<file path="src/sv/ffba_pkg.sv">
// Shared types and constants for the first-fit byte arena allocator.
package ffba_pkg;

    localparam int ARENA_BYTES = 128;
    localparam int ADDR_W      = 7;
    localparam int POS_W       = 9;
    localparam int SIZE_W      = 7;
    localparam int BYTE_W      = 8;
    localparam int HDR_BYTES   = 3;
    localparam logic [POS_W-1:0] SCAN_END = POS_W'(ARENA_BYTES - HDR_BYTES);

    typedef enum logic [1:0] {
        MODE_ALLOC = 2'd0,
        MODE_FREE  = 2'd1,
        MODE_WRITE = 2'd2,
        MODE_READ  = 2'd3
    } t_mode;

    typedef enum logic [3:0] {
        ST_IDLE,
        ST_SCAN,
        ST_LD_RD,
        ST_LD_SH,
        ST_TEST,
        ST_WIN_RD,
        ST_WIN_SH,
        ST_END,
        ST_WR0,
        ST_WR1,
        ST_WR2,
        ST_RD,
        ST_RD_WAIT,
        ST_OUT
    } t_state;

    typedef struct packed {
        logic                we;
        logic [ADDR_W-1:0]   wa;
        logic [BYTE_W-1:0]   wd;
        logic                re;
        logic [POS_W-1:0]    ra;
        logic                shift;
    } t_cmd;

    typedef struct packed {
        logic                live;
        logic [BYTE_W-1:0]   win_size;
        logic [BYTE_W-1:0]   rd_data;
    } t_status;

endpackage

</file>
<file path="src/sv/ffba_datapath.sv">
// Arena memory, its valid bits and the three-byte header window.
module ffba_datapath (
    input  logic              i_clk,
    input  logic              i_rst_n,
    input  ffba_pkg::t_cmd    i_cmd,
    output ffba_pkg::t_status o_status
);

    logic [ffba_pkg::BYTE_W-1:0] r_mem [ffba_pkg::ARENA_BYTES];
    logic [ffba_pkg::ARENA_BYTES-1:0] r_valid;
    logic [ffba_pkg::BYTE_W-1:0] r_rd;
    logic [ffba_pkg::BYTE_W-1:0] r_w0, r_w1, r_w2;
    logic                        in_range;

    assign in_range = (i_cmd.ra < ffba_pkg::POS_W'(ffba_pkg::ARENA_BYTES));

    always_ff @(posedge i_clk) begin
        if (i_cmd.we) begin
            r_mem[i_cmd.wa] <= i_cmd.wd;
        end
        if (i_cmd.re) begin
            if (in_range && r_valid[i_cmd.ra[ffba_pkg::ADDR_W-1:0]]) begin
                r_rd <= r_mem[i_cmd.ra[ffba_pkg::ADDR_W-1:0]];
            end else begin
                r_rd <= '0;
            end
        end
        if (i_cmd.shift) begin
            r_w0 <= r_w1;
            r_w1 <= r_w2;
            r_w2 <= r_rd;
        end
    end

    // Entries not written since reset read as zero.
    always_ff @(posedge i_clk) begin
        if (!i_rst_n) begin
            r_valid <= '0;
        end else if (i_cmd.we) begin
            r_valid[i_cmd.wa] <= 1'b1;
        end
    end

    assign o_status.live = (r_w0 == ffba_pkg::BYTE_W'(1)) && (r_w1 != '0) &&
                           ({1'b0, r_w2} == {1'b0, r_w1} + 9'd1);
    assign o_status.win_size = r_w1;
    assign o_status.rd_data  = r_rd;

endmodule

</file>
<file path="src/sv/ffba_ctrl.sv">
// Sequencer for allocate, free, write and read transactions.
module ffba_ctrl (
    input  logic              i_clk,
    input  logic              i_rst_n,
    input  logic              i_s_tvalid,
    output logic              o_s_tready,
    input  logic [23:0]       i_s_tdata,
    output logic              o_m_tvalid,
    input  logic              i_m_tready,
    output logic [15:0]       o_m_tdata,
    output ffba_pkg::t_cmd    o_cmd,
    input  ffba_pkg::t_status i_status
);

    ffba_pkg::t_state r_state, n_state;
    logic [ffba_pkg::POS_W-1:0]  r_pos, n_pos, r_k, n_k;
    logic [1:0]                  r_cnt, n_cnt;
    logic [ffba_pkg::SIZE_W-1:0] r_n;
    logic [ffba_pkg::ADDR_W-1:0] r_addr;
    logic [1:0]                  r_mode;
    logic                        r_grant, n_grant;
    logic                        r_ovld;
    logic [15:0]                 r_odata, n_odata;
    logic                        accept, load_out, win_done, fits;
    logic [ffba_pkg::POS_W-1:0]  win_end;

    assign accept   = i_s_tvalid && o_s_tready;
    assign o_s_tready = (r_state == ffba_pkg::ST_IDLE);
    assign load_out = (r_state == ffba_pkg::ST_OUT) && (!r_ovld || i_m_tready);
    assign win_end  = r_pos + ffba_pkg::POS_W'(r_n) + ffba_pkg::POS_W'(ffba_pkg::HDR_BYTES);
    assign win_done = (r_k + 9'd1 == win_end);
    assign fits     = (r_pos < ffba_pkg::SCAN_END) &&
                      (r_pos + ffba_pkg::POS_W'(r_n) <= ffba_pkg::SCAN_END);

    always_comb begin
        n_state = r_state;
        n_pos   = r_pos;
        n_k     = r_k;
        n_cnt   = r_cnt;
        n_grant = r_grant;
        unique case (r_state)
            ffba_pkg::ST_IDLE: begin
                if (accept) begin
                    n_grant = 1'b0;
                    n_pos   = '0;
                    unique case (ffba_pkg::t_mode'(i_s_tdata[1:0]))
                        ffba_pkg::MODE_ALLOC: n_state = ffba_pkg::ST_SCAN;
                        ffba_pkg::MODE_READ:  n_state = ffba_pkg::ST_RD;
                        default:              n_state = ffba_pkg::ST_OUT;
                    endcase
                end
            end
            ffba_pkg::ST_SCAN: begin
                n_k   = r_pos;
                n_cnt = '0;
                n_state = (r_pos < ffba_pkg::SCAN_END) ? ffba_pkg::ST_LD_RD
                                                       : ffba_pkg::ST_END;
            end
            ffba_pkg::ST_LD_RD: n_state = ffba_pkg::ST_LD_SH;
            ffba_pkg::ST_LD_SH: begin
                if (r_cnt == 2'd2) begin
                    n_state = ffba_pkg::ST_TEST;
                end else begin
                    n_cnt   = r_cnt + 2'd1;
                    n_state = ffba_pkg::ST_LD_RD;
                end
            end
            ffba_pkg::ST_TEST: begin
                if (i_status.live) begin
                    // A live header at the scan point is skipped whole.
                    if (r_k == r_pos) begin
                        n_pos = r_pos + {1'b0, i_status.win_size} +
                                ffba_pkg::POS_W'(ffba_pkg::HDR_BYTES);
                    end else begin
                        n_pos = r_pos + 9'd1;
                    end
                    n_state = ffba_pkg::ST_SCAN;
                end else if (win_done) begin
                    n_state = ffba_pkg::ST_END;
                end else begin
                    n_state = ffba_pkg::ST_WIN_RD;
                end
            end
            ffba_pkg::ST_WIN_RD: n_state = ffba_pkg::ST_WIN_SH;
            ffba_pkg::ST_WIN_SH: begin
                n_k     = r_k + 9'd1;
                n_state = ffba_pkg::ST_TEST;
            end
            ffba_pkg::ST_END: begin
                n_grant = fits;
                n_state = fits ? ffba_pkg::ST_WR0 : ffba_pkg::ST_OUT;
            end
            ffba_pkg::ST_WR0:    n_state = ffba_pkg::ST_WR1;
            ffba_pkg::ST_WR1:    n_state = ffba_pkg::ST_WR2;
            ffba_pkg::ST_WR2:    n_state = ffba_pkg::ST_OUT;
            ffba_pkg::ST_RD:     n_state = ffba_pkg::ST_RD_WAIT;
            ffba_pkg::ST_RD_WAIT: n_state = ffba_pkg::ST_OUT;
            ffba_pkg::ST_OUT: begin
                if (load_out) begin
                    n_state = ffba_pkg::ST_IDLE;
                end
            end
            default: n_state = ffba_pkg::ST_IDLE;
        endcase
    end

    always_comb begin
        o_cmd = '0;
        unique case (r_state) inside
            ffba_pkg::ST_IDLE: begin
                if (accept) begin
                    if (ffba_pkg::t_mode'(i_s_tdata[1:0]) == ffba_pkg::MODE_FREE &&
                        i_s_tdata[15:9] >= 7'd3) begin
                        o_cmd.we = 1'b1;
                        o_cmd.wa = i_s_tdata[15:9] - 7'd3;
                    end
                    if (ffba_pkg::t_mode'(i_s_tdata[1:0]) == ffba_pkg::MODE_WRITE) begin
                        o_cmd.we = 1'b1;
                        o_cmd.wa = i_s_tdata[15:9];
                        o_cmd.wd = i_s_tdata[23:16];
                    end
                end
            end
            ffba_pkg::ST_LD_RD: begin
                o_cmd.re = 1'b1;
                o_cmd.ra = r_k + {7'd0, r_cnt};
            end
            ffba_pkg::ST_WIN_RD: begin
                o_cmd.re = 1'b1;
                o_cmd.ra = r_k + ffba_pkg::POS_W'(ffba_pkg::HDR_BYTES);
            end
            ffba_pkg::ST_LD_SH, ffba_pkg::ST_WIN_SH: o_cmd.shift = 1'b1;
            ffba_pkg::ST_WR0: begin
                o_cmd.we = 1'b1;
                o_cmd.wa = r_pos[ffba_pkg::ADDR_W-1:0];
                o_cmd.wd = ffba_pkg::BYTE_W'(1);
            end
            ffba_pkg::ST_WR1: begin
                o_cmd.we = 1'b1;
                o_cmd.wa = r_pos[ffba_pkg::ADDR_W-1:0] + 7'd1;
                o_cmd.wd = {1'b0, r_n};
            end
            ffba_pkg::ST_WR2: begin
                o_cmd.we = 1'b1;
                o_cmd.wa = r_pos[ffba_pkg::ADDR_W-1:0] + 7'd2;
                o_cmd.wd = {1'b0, r_n} + 8'd1;
            end
            ffba_pkg::ST_RD: begin
                o_cmd.re = 1'b1;
                o_cmd.ra = {2'b00, r_addr};
            end
            default: o_cmd = '0;
        endcase
    end

    // Result word: block address and grant flag for allocate, byte for read.
    always_comb begin
        n_odata = '0;
        if (r_grant) begin
            n_odata[6:0] = r_pos[ffba_pkg::ADDR_W-1:0] + 7'd3;
            n_odata[7]   = 1'b1;
        end
        if (ffba_pkg::t_mode'(r_mode) == ffba_pkg::MODE_READ) begin
            n_odata[15:8] = i_status.rd_data;
        end
    end

    always_ff @(posedge i_clk) begin
        if (!i_rst_n) begin
            r_state <= ffba_pkg::ST_IDLE;
            r_ovld  <= 1'b0;
        end else begin
            r_state <= n_state;
            if (load_out) begin
                r_ovld <= 1'b1;
            end else if (i_m_tready) begin
                r_ovld <= 1'b0;
            end
        end
    end

    always_ff @(posedge i_clk) begin
        r_pos   <= n_pos;
        r_k     <= n_k;
        r_cnt   <= n_cnt;
        r_grant <= n_grant;
        if (accept) begin
            r_mode <= i_s_tdata[1:0];
            r_n    <= i_s_tdata[8:2];
            r_addr <= i_s_tdata[15:9];
        end
        if (load_out) begin
            r_odata <= n_odata;
        end
    end

    assign o_m_tvalid = r_ovld;
    assign o_m_tdata  = r_odata;

endmodule

</file>
<file path="src/sv/first_fit_byte_arena_allocator_top.sv">
// Top level of the first-fit byte arena allocator.
//
//  Channel  Direction  Payload
//  s_axis   in         tdata = mode[1:0], size[8:2], address[15:9], data[23:16]
//  m_axis   out        tdata = block_address[6:0], granted[7], read_byte[15:8]
//
// One result transaction follows every input transaction, one item at a time.
// Free and write go straight to the result; read passes through a memory read and
// a wait state. An allocate spends a setup state and load steps that fill the
// header window per scan position, then a test for each window byte and a memory
// read and shift before each further test, so its time per position grows with
// the window length, quadratic in the arena size at worst. A grant adds three
// header writes. Reset clears the arena through per-byte valid bits at once, so
// no clearing pass is needed. A waiting result is held in the output register
// until taken; the next input is taken once that result is loaded.
module first_fit_byte_arena_allocator_top (
    input  logic        i_clk,
    input  logic        i_rst_n,
    input  logic        s_axis_tvalid,
    output logic        s_axis_tready,
    input  logic [23:0] s_axis_tdata,   // mode, size, address, data (low bit up)
    output logic        m_axis_tvalid,
    input  logic        m_axis_tready,
    output logic [15:0] m_axis_tdata    // block_address, granted, read_byte
);

    ffba_pkg::t_cmd    cmd;
    ffba_pkg::t_status status;

    // The controller sequences each transaction and owns the result register.
    ffba_ctrl u_ctrl (
        .i_clk      (i_clk),
        .i_rst_n    (i_rst_n),
        .i_s_tvalid (s_axis_tvalid),
        .o_s_tready (s_axis_tready),
        .i_s_tdata  (s_axis_tdata),
        .o_m_tvalid (m_axis_tvalid),
        .i_m_tready (m_axis_tready),
        .o_m_tdata  (m_axis_tdata),
        .o_cmd      (cmd),
        .i_status   (status)
    );

    // The datapath holds the arena and recognises header patterns.
    ffba_datapath u_dp (
        .i_clk    (i_clk),
        .i_rst_n  (i_rst_n),
        .i_cmd    (cmd),
        .o_status (status)
    );

endmodule
</file>
<file path="config.mk">
export PLATFORM = sky130hd
export DESIGN_NAME = first_fit_byte_arena_allocator_top
export DESIGN_NICKNAME = d
export VERILOG_FILES = /design/src/sv/ffba_pkg.sv /design/src/sv/ffba_datapath.sv /design/src/sv/ffba_ctrl.sv /design/src/sv/first_fit_byte_arena_allocator_top.sv
export SDC_FILE = /design/constraint.sdc
export NUM_CORES = 2
export LEC_CHECK = 0
export BUFFER_PORTS_ARGS = -buffer_cell sky130_fd_sc_hd__buf_2
export CAP_MARGIN = 20
export CORE_MARGIN = 4
export CORE_UTILIZATION = 55
export CTS_CLUSTER_SIZE = 12
export DETAILED_ROUTE_END_ITERATION = 8
export PLACE_DENSITY = 0.71
export SLEW_MARGIN = 40
export SYNTH_ARGS = -nofsm -noshare
export SYNTH_HDL_FRONTEND = slang
export SYNTH_HIERARCHICAL = 1
export SYNTH_SLANG_ARGS = --single-unit
</file>
<file path="constraint.sdc">
create_clock -name i_clk -period 8.7 [get_ports i_clk]
set_input_delay 0 -clock i_clk [delete_from_list [all_inputs] [get_ports i_clk]]
set_output_delay 0 -clock i_clk [all_outputs]
set_load 0.1 [all_outputs]
</file>
### Word level (Yosys, flattened, before mapping)

Memories as Yosys holds them, arrays and structs flattened. A register that Yosys moved wholly into a read port is not among the register bits.
Index checks and enable logic that the tools add are counted.

* reductions and logical operators: 25
* order comparisons: 7
* eq/ne operators: 26
* bitwise gates (word level): 1
* $add $sub $neg: 15
* mux-type cells: 33

Operators with widths (number)
* $or A128 B128 Y128: 1
* $pmux W16 S4: 1
* $pmux W4 S13: 1
* $pmux W9 S2: 2
* $mux W16: 2
* $pmux W10 S3: 1
* $add A9 B2 Y9 const B: 3
* $mux W9: 3
* $eq A4 B4 Y1 const B: 6
* $add A9 B1 Y9 const B: 2
* $eq A9 B9 Y1: 2
* $eq A4 B3 Y1 const B: 4
* $lt A7 B8 Y1 const B: 2
* $mux W8: 2
* $add A7 B2 Y7 const B: 2
* $mux W4: 3
* $reduce_bool A2 Y1: 5
* $add A8 B1 Y9 const B: 1
* $add A9 B2 Y9: 1
* $add A9 B7 Y9: 1
* $add A9 B8 Y9: 1
* $eq A8 B9 Y1: 1
* $le A9 B7 Y1 const B: 1
* $lt A9 B7 Y1 const B: 1
* 31 further kinds: 58

* word-level logic and storage cells: 124
* output and inout port bits: 18
* bits in registers: 210
* memories kept: 1
* bits in writable memories: 1024

Memory list
* u_dp.r_mem: depth 128, width 8, read ports 1, clocked after Yosys merged registers in 1, wr ports 1, RTL line ffba_datapath.sv:9 `logic [ffba_pkg::BYTE_W-1:0] r_mem [ffba_pkg::ARENA_BYTES];`

### Depth between registers and ports, before layout

* word-level depth: 11
* mapped depth: 19
* mapped depth without buffers: 14

### By module

Netlist, hierarchy kept.

By module, submodules not included
* ffba_datapath: cells each 2172, sequential area each 34272.9 um2, area each 45626.3 um2, times used 1
* ffba_ctrl: cells each 555, sequential area each 1691.6 um2, area each 4937.2 um2, times used 1

### Worst setup path after synthesis

Ideal clock, no wire load.

* path kind: reg2reg
* start point: register u_ctrl.r_state[3]
* end point: memory u_dp/r_mem[0][3] (netlist bit) (data pin)
* setup time: 1.196 ns
* cell stages (with the launch flop): 7
* slack: 1.132 ns
* data required time: 7.504 ns
* buffers on the path: 2
* period minus slack after synthesis: 7.568 ns
* data arrival time: 6.372 ns
* cell sequence: dfxtp_1 -> clkbuf_1 -> nor2b_1 -> clkbuf_1 -> nand3_1 -> or2_1 -> o21ai_0

RTL lines
* from (decl): RTL line ffba_ctrl.sv:15 `ffba_pkg::t_state r_state, n_state;`
* from (signal assigned): RTL line ffba_ctrl.sv:170 `r_state <= ffba_pkg::ST_IDLE;`
* from (signal assigned): RTL line ffba_ctrl.sv:173 `r_state <= n_state;`
* to (decl): RTL line ffba_datapath.sv:9

==> results.sh <==
export IMPL_status="completed"
export IMPL_min_path_type="input pin to register"
export IMPL_cp_max_fo=72
export IMPL_drv_cap=0
export IMPL_synthAdderAreaFrac_pct=1.109
export IMPL_seq_area_um2=35960
export IMPL_grt_max_degree=93
export IMPL_die_h_um=311.2
export IMPL_rsz0062_at_grt="no"
export IMPL_gp_congestion=0.9180
export IMPL_synth_mux_area_share_pct=15.65
export IMPL_synthToLayoutAreaGrowth_pct=12.53
export IMPL_relSlewSlack_pct=38.97
export IMPL_pwr_density_cell_nw_per_um2=279.0
export IMPL_yosysWarnings=6
export IMPL_hpwl_um=78150
export IMPL_wl_um=124800
export IMPL_layout_nets=2905
export IMPL_yosysTopAreaCell="edfxtp_1"
export IMPL_cts_tree="built"
export IMPL_grt_overflow_total=0
export IMPL_yosys_top_cells_count="1109 x edfxtp_1, 324 x mux4_2, 199 x nor2_1"
export IMPL_dp_cells=3848
export IMPL_timing_final_hold_violations=0
export IMPL_grt_pass1_wl_um=186100
export IMPL_ant_nets=0
export IMPL_peakVddDrop_mv=0.2149
export IMPL_io_buffers=45
export IMPL_leakage_uw=0.01776
export IMPL_max_slew_worst_pin_slew_ns=0.9106
export IMPL_core_area_um2=90560
export IMPL_ys_seq_area_share_pct=71.13
export IMPL_synthArstFlopShare_pct=0
export IMPL_synthSimpleGateAreaFrac_pct=4.296
export IMPL_synth_cell_type_count=79
export IMPL_stdcell_count=4115
export IMPL_grt_usage_pct=25.96
export IMPL_slew_viol_final=0
export IMPL_max_clock_freq_mhz=172.0
export IMPL_viasPerCell=6.586
export IMPL_multi_input_area_um2=14150
export IMPL_antennaDiodeCount=0
export IMPL_skew_ns=0.02988
export IMPL_cp_end_kind="register"
export IMPL_fillers=6203
export IMPL_firstDrtPassIters=8
export IMPL_ys_ff_latch=1242
export IMPL_setup_worst_path_start_class="register"
export IMPL_required_ns=9.24
export IMPL_netlist_area_leader_share_pct=65.86
export IMPL_clockRootBuffer="clkbuf_16"
export IMPL_crit_type="register to register"
export IMPL_cts_buffer_depth=3
export IMPL_rows=110
export IMPL_route_detailed_drc=0
export IMPL_netlist_instances=2727
export IMPL_period_share_pct=66.82
export IMPL_synth_nets=2798
export IMPL_start_util_pct=55.83
export IMPL_path_clk_slew_ns=0.06
export IMPL_synth_main_ff_cell="edfxtp_1"
export IMPL_worstSkewPairLatency_ns=0.73
export IMPL_syn_cell_area_um2=50560
export IMPL_cts_buffers=131
export IMPL_tns_ns=0
export IMPL_io_pins=46
export IMPL_drt_iter0_drc=3532
export IMPL_synth_compound_area_share_pct=4.820
export IMPL_synth_xor_area_share_pct=1.227
export IMPL_postSynthAreaPerCell_um2=18.54
export IMPL_grt_pass1_vias=27319
export IMPL_yosysMostFrequentCell="edfxtp_1"
export IMPL_grt_antenna_before_repair=0
export IMPL_fin_crit_ns=5.813
export IMPL_final_setup_viol_count=0
export IMPL_cts_sinks=1242
export IMPL_cts_htree_levels=4
export IMPL_die_area_um2=96850
export IMPL_synth_top_family_by_area="multiplexers"
export IMPL_arrival_ns=6.36
export IMPL_synth_area_top_cells="edfxtp_1 66%, mux4_2 14%, dfxtp_1 5.3%"
export IMPL_drive_gt1_share_pct=26.40
export IMPL_synth_edf_count=1109
export IMPL_cts_setup_buffers=0
export IMPL_die_w_um=311.2
export IMPL_vias=27100
export IMPL_wl_per_cell_um=30.32
-- registers in the layout, indices dropped and copies added, names as in the netlist, 8 cells and up --
signal	flops
u_dp/r_rd	8
u_dp/r_w2	8
u_ctrl/r_pos	9
u_dp/r_w0	8
u_dp/r_valid	128
u_ctrl/o_m_tdata	16
u_ctrl/r_k	9
u_dp/r_w1	8
u_dp/r_mem	1024
-- worst max-delay path: stages (launching register included) --
cell	delay [ns]
dfxtp_1	0.77
inv_1	0.36
or3_1	0.42
a21o_1	0.39
o21ai_4	0.29
buf_12	0.36
buf_16	0.43
nor2b_1	0.63
a22oi_1	0.18
a311oi_1	0.57
nor4_1	0.24
or4_1	0.61
a21oi_1	0.27
-- layout by cell type, fill, tap and decap left out, types with 25 or more instances in the layout --
master,netlist,routed
nor2b_1,28,28
mux2i_1,31,31
a21oi_1,43,43
buf_2,36,44
dfxtp_1,133,133
clkbuf_16,0,134
mux4_2,324,324
o21ai_0,41,33
buf_4,10,31
nand2_1,78,76
nor2_2,0,121
dlygate4sd3_1,0,28
ha_1,40,40
edfxtp_1,1109,1109
xnor2_1,44,44
o22ai_1,29,29
nor2_1,199,78
mux2_2,26,26
xor2_1,25,25
o21a_1,135,135
inv_1,38,37
clkbuf_1,76,60
nand3_1,45,45
-- layout make-up --
cell class,instances,share of cell area [%]
well taps,1176,2.586
repair buffers,124,1.935
clock buffers,205,6.555
multi-input cells,1296,24.87
inverters,39,0.2617
flip-flops and latches,1242,63.21
clock inverters,33,0.5871
-- through the flow --
stage | setup slack, ns | total power, µW | util, % | hold WS, ns | instance area (µm²)
2_1_floorplan | 1.132 | 9533 | - | 0.09887 | 50560
3_5_place_dp | 2.896 | 10650 | 57.87 | 0.1806 | 52410
6_report | 2.887 | 15870 | 62.83 | 0.06169 | 56900
3_3_place_gp | 2.836 | 10540 | 57.53 | 0.1802 | 52100
4_1_cts | 2.859 | 15920 | 62.67 | 0.03876 | 56750
5_1_grt | 2.591 | 16450 | 62.83 | 0.07053 | 56900
-- where the power goes --
part / switching, µW / internal, µW / total (µW)
Clock: 2220 / 3050 / 5280
Sequential: 198 / 6890 / 7090
Combinational: 2140 / 1370 / 3510
-- repair_timing --
action                                 CTS  global route
gates resized for setup                  0             0
endpoints found under the hold margin   73             0
setup endpoints to repair                0             0
hold buffers                            28             0
-- path summary, 6_finish.rpt --
check | startpoint | endpoint | slack (ns) | cells past startpoint
worst max-delay path | u_ctrl/r_state[0] | u_dp/r_rd[5] | 2.89 | 12
worst min-delay path | s_axis_tdata[16] | u_dp/r_mem[82][0] | 0.06 | 2
worst max register to register | u_ctrl/r_state[0] | u_dp/r_rd[5] | 2.89 | 12
worst min register to register | u_dp/r_valid[55] | u_dp/r_valid[55] | 0.46 | 1
-- routing by layer --
layer	up-vias	wire length (µm)	track usage, %
met5	-	0	0
met4	0	4813	10.54
met3	258	10620	4.835
met2	1442	59540	40.42
met1	14142	49800	36.88
li1	11258	-	-
-- cells by family (layout without fill, tap and decap cells) --
kind of cell | after synthesis | after routing
buf+inv | 189 | 401
fa+ha+maj | 43 | 43
compound gates | 345 | 345
simple gates | 456 | 456
xor+xnor | 70 | 70
mux | 382 | 382
flops | 1242 | 1242
Power figures use the tool's default switching activity.
